$ cat src/rtl/tach_pkg.sv
// ----------------------------------------------------------------------------
// tach_pkg
// Shared types and constants for the windowed tachometer.
// ----------------------------------------------------------------------------
package tach_pkg;

  localparam int unsigned US_PER_MINUTE = 32'd60000000;
  localparam logic [15:0] SPEED_MAX     = 16'hFFFF;

  localparam logic CMD_EDGE = 1'b0;
  localparam logic CMD_TICK = 1'b1;

  typedef struct packed {
    logic        command;
    logic [31:0] stamp_us;
  } tach_in_t;

  typedef struct packed {
    logic [15:0] speed_rpm;
    logic        drive_enable;
  } tach_out_t;

  typedef enum logic [1:0] {
    ST_IDLE,
    ST_DIV,
    ST_POST
  } tach_state_t;

endpackage

$ cat src/rtl/tach_ring.sv
// ----------------------------------------------------------------------------
// tach_ring
// Ring of the last edge stamps with a rotating slot pointer; an entry
// never written reads as zero (empty).
// ----------------------------------------------------------------------------
module tach_ring #(
  parameter int WINDOW_EDGES = 5
) (
  input  logic        clk,
  input  logic        rst_n,
  input  logic        wr_en,
  input  logic [31:0] wr_stamp,
  output logic [31:0] rd_stamp
);

  localparam int SW = (WINDOW_EDGES > 1) ? $clog2(WINDOW_EDGES) : 1;

  logic [31:0]             stamp_r [WINDOW_EDGES];
  logic [WINDOW_EDGES-1:0] valid_r;
  logic [WINDOW_EDGES-1:0] valid_nxt;
  logic [SW-1:0]           slot_r;
  logic [SW-1:0]           slot_nxt;
  logic [31:0]             rd_r;

  assign rd_stamp = rd_r;

  always_comb begin
    valid_nxt = valid_r;
    slot_nxt  = slot_r;
    if (wr_en) begin
      valid_nxt[slot_r] = 1'b1;
      if (slot_r == SW'(WINDOW_EDGES - 1)) begin
        slot_nxt = '0;
      end else begin
        slot_nxt = slot_r + SW'(1);
      end
    end
  end

  always_ff @(posedge clk) begin
    if (!rst_n) begin
      valid_r <= '0;
      slot_r  <= '0;
    end else begin
      valid_r <= valid_nxt;
      slot_r  <= slot_nxt;
    end
  end

  always_ff @(posedge clk) begin
    if (wr_en) begin
      stamp_r[slot_r] <= wr_stamp;
    end
  end

  // hold the stamp of the slot the next edge compares with
  always_ff @(posedge clk) begin
    if (!rst_n) begin
      rd_r <= '0;
    end else if (wr_en) begin
      if (slot_nxt == slot_r) begin
        rd_r <= wr_stamp;
      end else if (valid_r[slot_nxt]) begin
        rd_r <= stamp_r[slot_nxt];
      end else begin
        rd_r <= '0;
      end
    end
  end

endmodule

$ cat src/rtl/tach_div.sv
// ----------------------------------------------------------------------------
// tach_div
// Bit-serial restoring divider: constant dividend over a 32-bit span,
// one quotient bit per cycle, result saturated to 16 bits.
// ----------------------------------------------------------------------------
module tach_div #(
  parameter longint unsigned DIVIDEND = 64'd300000000
) (
  input  logic        clk,
  input  logic        rst_n,
  input  logic        start,
  input  logic [31:0] divisor,
  output logic        done,
  output logic [15:0] quotient
);

  localparam int DW = $clog2(DIVIDEND + 64'd1);
  localparam int CW = $clog2(DW + 1);

  logic [DW-1:0] dvd_r;
  logic [DW-1:0] dvd_nxt;
  logic [DW-1:0] quo_r;
  logic [DW-1:0] quo_nxt;
  logic [31:0]   rem_r;
  logic [31:0]   rem_nxt;
  logic [31:0]   dsr_r;
  logic [31:0]   dsr_nxt;
  logic [CW-1:0] cnt_r;
  logic [CW-1:0] cnt_nxt;
  logic          busy_r;
  logic          busy_nxt;
  logic          done_r;
  logic          done_nxt;
  logic [32:0]   trial;
  logic [32:0]   diff;

  assign trial = {rem_r, dvd_r[DW-1]};
  assign diff  = trial - {1'b0, dsr_r};

  always_comb begin
    dvd_nxt  = dvd_r;
    quo_nxt  = quo_r;
    rem_nxt  = rem_r;
    dsr_nxt  = dsr_r;
    cnt_nxt  = cnt_r;
    busy_nxt = busy_r;
    done_nxt = 1'b0;
    if (start) begin
      dvd_nxt  = DW'(DIVIDEND);
      quo_nxt  = '0;
      rem_nxt  = '0;
      dsr_nxt  = divisor;
      cnt_nxt  = CW'(DW);
      busy_nxt = 1'b1;
    end else if (busy_r) begin
      dvd_nxt = {dvd_r[DW-2:0], 1'b0};
      if (!diff[32]) begin
        rem_nxt = diff[31:0];
        quo_nxt = {quo_r[DW-2:0], 1'b1};
      end else begin
        rem_nxt = trial[31:0];
        quo_nxt = {quo_r[DW-2:0], 1'b0};
      end
      cnt_nxt = cnt_r - CW'(1);
      if (cnt_r == CW'(1)) begin
        busy_nxt = 1'b0;
        done_nxt = 1'b1;
      end
    end
  end

  always_ff @(posedge clk) begin
    if (!rst_n) begin
      cnt_r  <= '0;
      busy_r <= 1'b0;
      done_r <= 1'b0;
    end else begin
      cnt_r  <= cnt_nxt;
      busy_r <= busy_nxt;
      done_r <= done_nxt;
    end
  end

  always_ff @(posedge clk) begin
    dvd_r <= dvd_nxt;
    quo_r <= quo_nxt;
    rem_r <= rem_nxt;
    dsr_r <= dsr_nxt;
  end

  assign done     = done_r;
  assign quotient = (|quo_r[DW-1:16]) ? tach_pkg::SPEED_MAX : quo_r[15:0];

endmodule

$ cat src/rtl/windowed_tachometer_with_stall_timeout.sv
// ----------------------------------------------------------------------------
// windowed_tachometer_with_stall_timeout
// Speed from the span over the last WINDOW_EDGES sensor edges, with a stall
// timeout on the tick command.
//
//   channel | direction | payload    | transfer when
//   in_     | input     | tach_in_t  | in_valid & in_ready
//   out_    | output    | tach_out_t | out_valid & out_ready
//
// A tick, an edge into an empty slot or a zero span goes from idle straight
// to the post state. An edge with a filled slot runs the bit-serial divider
// first, over DW bits, DW being the bit width of 60000000 * WINDOW_EDGES
// (29 at the default). Input is taken again as soon as the result sits in
// the output register. Reset empties the stamp ring at once.
// ----------------------------------------------------------------------------
module windowed_tachometer_with_stall_timeout #(
  parameter int WINDOW_EDGES = 5
) (
  input  logic                clk,
  input  logic                rst_n,
  input  logic                in_valid,
  output logic                in_ready,
  input  tach_pkg::tach_in_t  in_data,
  output logic                out_valid,
  input  logic                out_ready,
  output tach_pkg::tach_out_t out_data
);

  localparam longint unsigned DIVIDEND =
    64'(tach_pkg::US_PER_MINUTE) * 64'(WINDOW_EDGES);

  tach_pkg::tach_state_t state_r;
  tach_pkg::tach_state_t state_nxt;
  logic [15:0]           speed_r;
  logic [15:0]           speed_nxt;
  logic                  running_r;
  logic                  running_nxt;
  logic                  seen_r;
  logic                  seen_nxt;
  logic                  out_valid_r;
  logic                  out_valid_nxt;
  tach_pkg::tach_out_t   out_data_r;
  tach_pkg::tach_out_t   out_data_nxt;
  logic                  in_xfer;
  logic                  ring_wr;
  logic [31:0]           old_stamp;
  logic [31:0]           span;
  logic                  div_start;
  logic                  div_done;
  logic [15:0]           div_quotient;

  tach_ring #(
    .WINDOW_EDGES(WINDOW_EDGES)
  ) u_ring (
    .clk      (clk),
    .rst_n    (rst_n),
    .wr_en    (ring_wr),
    .wr_stamp (in_data.stamp_us),
    .rd_stamp (old_stamp)
  );

  tach_div #(
    .DIVIDEND(DIVIDEND)
  ) u_div (
    .clk      (clk),
    .rst_n    (rst_n),
    .start    (div_start),
    .divisor  (span),
    .done     (div_done),
    .quotient (div_quotient)
  );

  assign in_ready = (state_r == tach_pkg::ST_IDLE);
  assign in_xfer  = in_valid && in_ready;
  assign span     = in_data.stamp_us - old_stamp;

  always_comb begin
    state_nxt     = state_r;
    speed_nxt     = speed_r;
    running_nxt   = running_r;
    seen_nxt      = seen_r;
    out_valid_nxt = out_valid_r;
    out_data_nxt  = out_data_r;
    ring_wr       = 1'b0;
    div_start     = 1'b0;
    if (out_valid_r && out_ready) begin
      out_valid_nxt = 1'b0;
    end
    case (state_r)
      tach_pkg::ST_IDLE: begin
        if (in_xfer) begin
          state_nxt = tach_pkg::ST_POST;
          if (in_data.command == tach_pkg::CMD_EDGE) begin
            ring_wr     = 1'b1;
            running_nxt = 1'b1;
            seen_nxt    = 1'b1;
            if (old_stamp != 32'd0) begin
              if (span == 32'd0) begin
                speed_nxt = tach_pkg::SPEED_MAX;
              end else begin
                div_start = 1'b1;
                state_nxt = tach_pkg::ST_DIV;
              end
            end
          end else begin
            if (!seen_r) begin
              speed_nxt   = 16'd0;
              running_nxt = 1'b0;
            end
            seen_nxt = 1'b0;
          end
        end
      end
      tach_pkg::ST_DIV: begin
        if (div_done) begin
          speed_nxt = div_quotient;
          state_nxt = tach_pkg::ST_POST;
        end
      end
      tach_pkg::ST_POST: begin
        if (!out_valid_r || out_ready) begin
          out_valid_nxt             = 1'b1;
          out_data_nxt.speed_rpm    = speed_r;
          out_data_nxt.drive_enable = running_r;
          state_nxt                 = tach_pkg::ST_IDLE;
        end
      end
      default: begin
        state_nxt = tach_pkg::ST_IDLE;
      end
    endcase
  end

  always_ff @(posedge clk) begin
    if (!rst_n) begin
      state_r     <= tach_pkg::ST_IDLE;
      speed_r     <= 16'd0;
      running_r   <= 1'b0;
      seen_r      <= 1'b0;
      out_valid_r <= 1'b0;
    end else begin
      state_r     <= state_nxt;
      speed_r     <= speed_nxt;
      running_r   <= running_nxt;
      seen_r      <= seen_nxt;
      out_valid_r <= out_valid_nxt;
    end
  end

  always_ff @(posedge clk) begin
    out_data_r <= out_data_nxt;
  end

  assign out_valid = out_valid_r;
  assign out_data  = out_data_r;

endmodule
$ cat config.mk
export PLATFORM = sky130hd
export DESIGN_NAME = windowed_tachometer_with_stall_timeout
export DESIGN_NICKNAME = d
export VERILOG_FILES = /design/src/rtl/tach_pkg.sv /design/src/rtl/tach_ring.sv /design/src/rtl/tach_div.sv /design/src/rtl/windowed_tachometer_with_stall_timeout.sv
export SDC_FILE = /design/constraint.sdc
export NUM_CORES = 1
export LEC_CHECK = 0
export ABC_AREA = 0
export BUFFER_PORTS_ARGS = -buffer_cell sky130_fd_sc_hd__buf_2
export CAP_MARGIN = 10
export CORE_ASPECT_RATIO = 1.75
export CORE_UTILIZATION = 55
export CTS_CLUSTER_SIZE = 14
export DETAILED_ROUTE_END_ITERATION = 8
export PLACE_DENSITY_LB_ADDON = 0.3
export REMOVE_ABC_BUFFERS = 1
export SYNTH_ARGS = -nofsm -noshare
export SYNTH_HDL_FRONTEND = slang
export SYNTH_HIERARCHICAL = 1
export SYNTH_SLANG_ARGS = --single-unit
$ cat constraint.sdc
create_clock -name clk -period 16.25 [get_ports clk]
set_clock_uncertainty 0.15 [all_clocks]
set_input_delay 3.25 -clock clk [delete_from_list [all_inputs] [get_ports clk]]
set_output_delay 3.25 -clock clk [all_outputs]
set_load 0.01 [all_outputs]
==> results.sh <==
export IMPL_status="complete, no violations"
export IMPL_cts_clk_slew_worst_paths_ns=0.06
export IMPL_antenna_cells=0
export IMPL_grt_usage_pct=23.1
export IMPL_ir_drop_v=0.0000924
export IMPL_grt_pass1_vias=12247
export IMPL_yosys_area_share_adder_pct=4.96
export IMPL_cts_resized=0
export IMPL_core_area_um2=31600
export IMPL_overflow=0
export IMPL_setup_viol=0
export IMPL_p_leak_nw=7.23
export IMPL_timing_rr_start="u_ring/rd_stamp[0]$_SDFFE_PN0P_"
export IMPL_hold_path_class="flop to flop"
export IMPL_drive_above_1_share_pct=13.5
export IMPL_final_cell_mix="edfxtp_1, dfxtp_1, nand2_1"
export IMPL_io_pins=56
export IMPL_cp_cell_sequence="buf_2 > inv_1 > ha_1 > inv_1 > fa_1 > a211oi_1 > o211ai_1 > a21oi_1 > o22ai_1 > mux2i_1 > a2111o_1 > and4bb_1 > nand4b_4 > and3_4 > clkinv_1 > a311o_1"
export IMPL_critical_path_arrival_ns=7.78
export IMPL_ys_ff_latch=359
export IMPL_dominantRegCellSynth="edfxtp_1"
export IMPL_setup_tns_ns=0
export IMPL_min_from="speed_r[6]$_SDFFE_PN0P_"
export IMPL_synth_top_area_share_pct=35.4
export IMPL_hold_viol=0
export IMPL_yosys_area_share_simple_pct=12.3
export IMPL_wl_per_cell_um=17.8
export IMPL_slowest_delay_ns=0.61
export IMPL_numCtsBuffers=35
export IMPL_drt_first_pass_iters=5
export IMPL_worst_slew_pin_slew_ns=1.27
export IMPL_avgSynthCellArea_um2=11.1
export IMPL_final_common_cell="edfxtp_1"
export IMPL_path_depth=16
export IMPL_nNetsFinal=1731
export IMPL_power_density_nw_per_um2=140
export IMPL_ys_warn_count=6
export IMPL_syn_inst=1595
export IMPL_cts_tree="done"
export IMPL_vias_per_cell=5.96
export IMPL_wirelength_um=36300
export IMPL_dieHeight_um=239
export IMPL_max_clock_freq_ghz=0.133
export IMPL_drc=0
export IMPL_grt_pass1_wl_um=59400
export IMPL_crit_fanout=53
export IMPL_crit_buf_inv=4
export IMPL_start_util_pct=56.0
export IMPL_instances_no_fill=2045
export IMPL_critical_path_top_delay_family="compound AO/OA/AOI/OAI gates"
export IMPL_cts_sinks=359
export IMPL_synth_cell_type_count=93
export IMPL_synth_top_family_by_area="compound AO/OA/AOI/OAI gates"
export IMPL_synth_area_leaders="edfxtp_1, dfxtp_1, ha_1, mux2i_1, mux4_2"
export IMPL_die_w_um=138
export IMPL_drtAntennaViolNets=0
export IMPL_path_common_cell="inv_1"
export IMPL_finalCoreUtilization_pct=61.3
export IMPL_htreeDepth=2
export IMPL_rr_worst_depth=14
export IMPL_num_vias=12192
export IMPL_critPathRequiredTime_ns=16.50
export IMPL_port_buffers=55
export IMPL_grt_max_degree=78
export IMPL_place_congestion=0.909
export IMPL_rsz0062_at_grt="false"
export IMPL_maxCapViolations=0
export IMPL_start_kind="input pin"
export IMPL_syn_to_final_growth_pct=9.52
export IMPL_cts_root_buf="clkbuf_16"
export IMPL_dp_cells=1984
export IMPL_period_minus_slack_ns=7.53
export IMPL_critPathSlowestCell="and3_4"
export IMPL_synth_xor_xnor_area_share_pct=2.03
export IMPL_fin_crit_sh_pct=46.3
export IMPL_synthMuxAreaShare_pct=9.27
export IMPL_end_kind="flop"
export IMPL_slew_headroom_pct=15.5
export IMPL_antenna_found_initial=0
export IMPL_die_area_um2=32900
export IMPL_yosysSeqAreaShare_pct=52.4
export IMPL_clock_latency_ns=0.53
export IMPL_clockBufferDepth=3
export IMPL_dr_first_iter_drc_count=582
export IMPL_report_final_slew_viol_count=0
export IMPL_hold_depth=0
export IMPL_netlist_area_um2=17700
export IMPL_synth_compound_area_share_pct=15.1
export IMPL_hold_buffers=0
export IMPL_num_rows=86
export IMPL_yosysTopAreaCell="edfxtp_1"
export IMPL_crit_start="in_data[0]"
export IMPL_synth_edf_count=209
export IMPL_hpwl_um=25700
export IMPL_async_flop_share_pct=0
export IMPL_crit_type="input pin to flop"
export IMPL_postCtsSetupBuffers=0
## metal layers
metal  routed length [um]  global-route usage (%)  share of wire (%)
met5                    0                       0                  0
met4                 1730                    12.5                4.8
met3                 1020                    2.94                2.8
met2                19800                    42.9                 55
met1                13700                    24.6                 38
## Yosys cell counts, drive strengths merged (12+ instances only)
library cell and instances:
edfxtp 209, and3 16, nand3 34, nand4 12
nor3 21, clkbuf 52, o21ai 102, xnor2 32
buf 27, o21a 28, nor2 117, or2 21
nand2 144, o31ai 20, mux4 32, nand2b 13
a311oi 29, and2 12, dfxtp 150, a21o 23
ha 67, nor4 18, inv 90, mux2i 85
a21oi 71, o211ai 32
## power by group
part | internal (mW) | switching (mW) | total [mW]
sequential | 1.09 | 0.0908 | 1.18
combinational | 0.322 | 0.422 | 0.744
clock | 0.452 | 0.331 | 0.783
total | 1.87 | 0.844 | 2.71
## cell families after synthesis
group	after synthesis
buffers and inverters	170
AOI/OAI and AO/OA	388
xor gates and xnor gates	41
DFF	359
adders and majority gates	69
and+or+nand+nor	447
muxes	121
## final cells by class
class	count	area, um^2
fillers	2601	12200
repair buffers	72	403
clock buffers	47	971
inverters	91	342
flip-flops and latches	359	9280
well taps	396	495
multi-input cells	1066	7770
clock inverters	14	131
## worst paths after layout
kind	to	slack (ns)
worst max-delay path	u_div/rem_r[1]$_SDFFE_PP0P_	8.72
worst min-delay path	out_data[7]$_DFFE_PP_	0.28
worst max register to register	u_div/rem_r[1]$_SDFFE_PP0P_	11.08
worst min register to register	out_data[7]$_DFFE_PP_	0.28
## flip-flops by register name, indices dropped and copies added, names as in the netlist
name / flops
u_ring/stamp_r: 160
u_div/busy_r: 1
u_div/done: 1
u_div/quo_r: 29
u_div/dsr_r: 32
u_div/cnt_r: 5
u_ring/rd_stamp: 32
u_div/rem_r: 32
u_ring/slot_r: 3
seen_r: 1
running_r: 1
u_div/dvd_r: 21
speed_r: 16
out_data: 17
out_valid: 1
state_r: 2
u_ring/valid_r: 5
## through the flow
step	setup slack, ns	power (mW)	area, um^2	hold WS [ns]
global route	8.40	2.87	19400	0.292
floorplan	6.64	1.76	17300	0.259
global placement	8.24	1.92	18300	0.268
detailed placement	8.10	1.94	18300	0.266
finish	8.72	2.71	19400	0.282
CTS	8.65	2.73	19400	0.284
(Power assumes the default switching activity.)
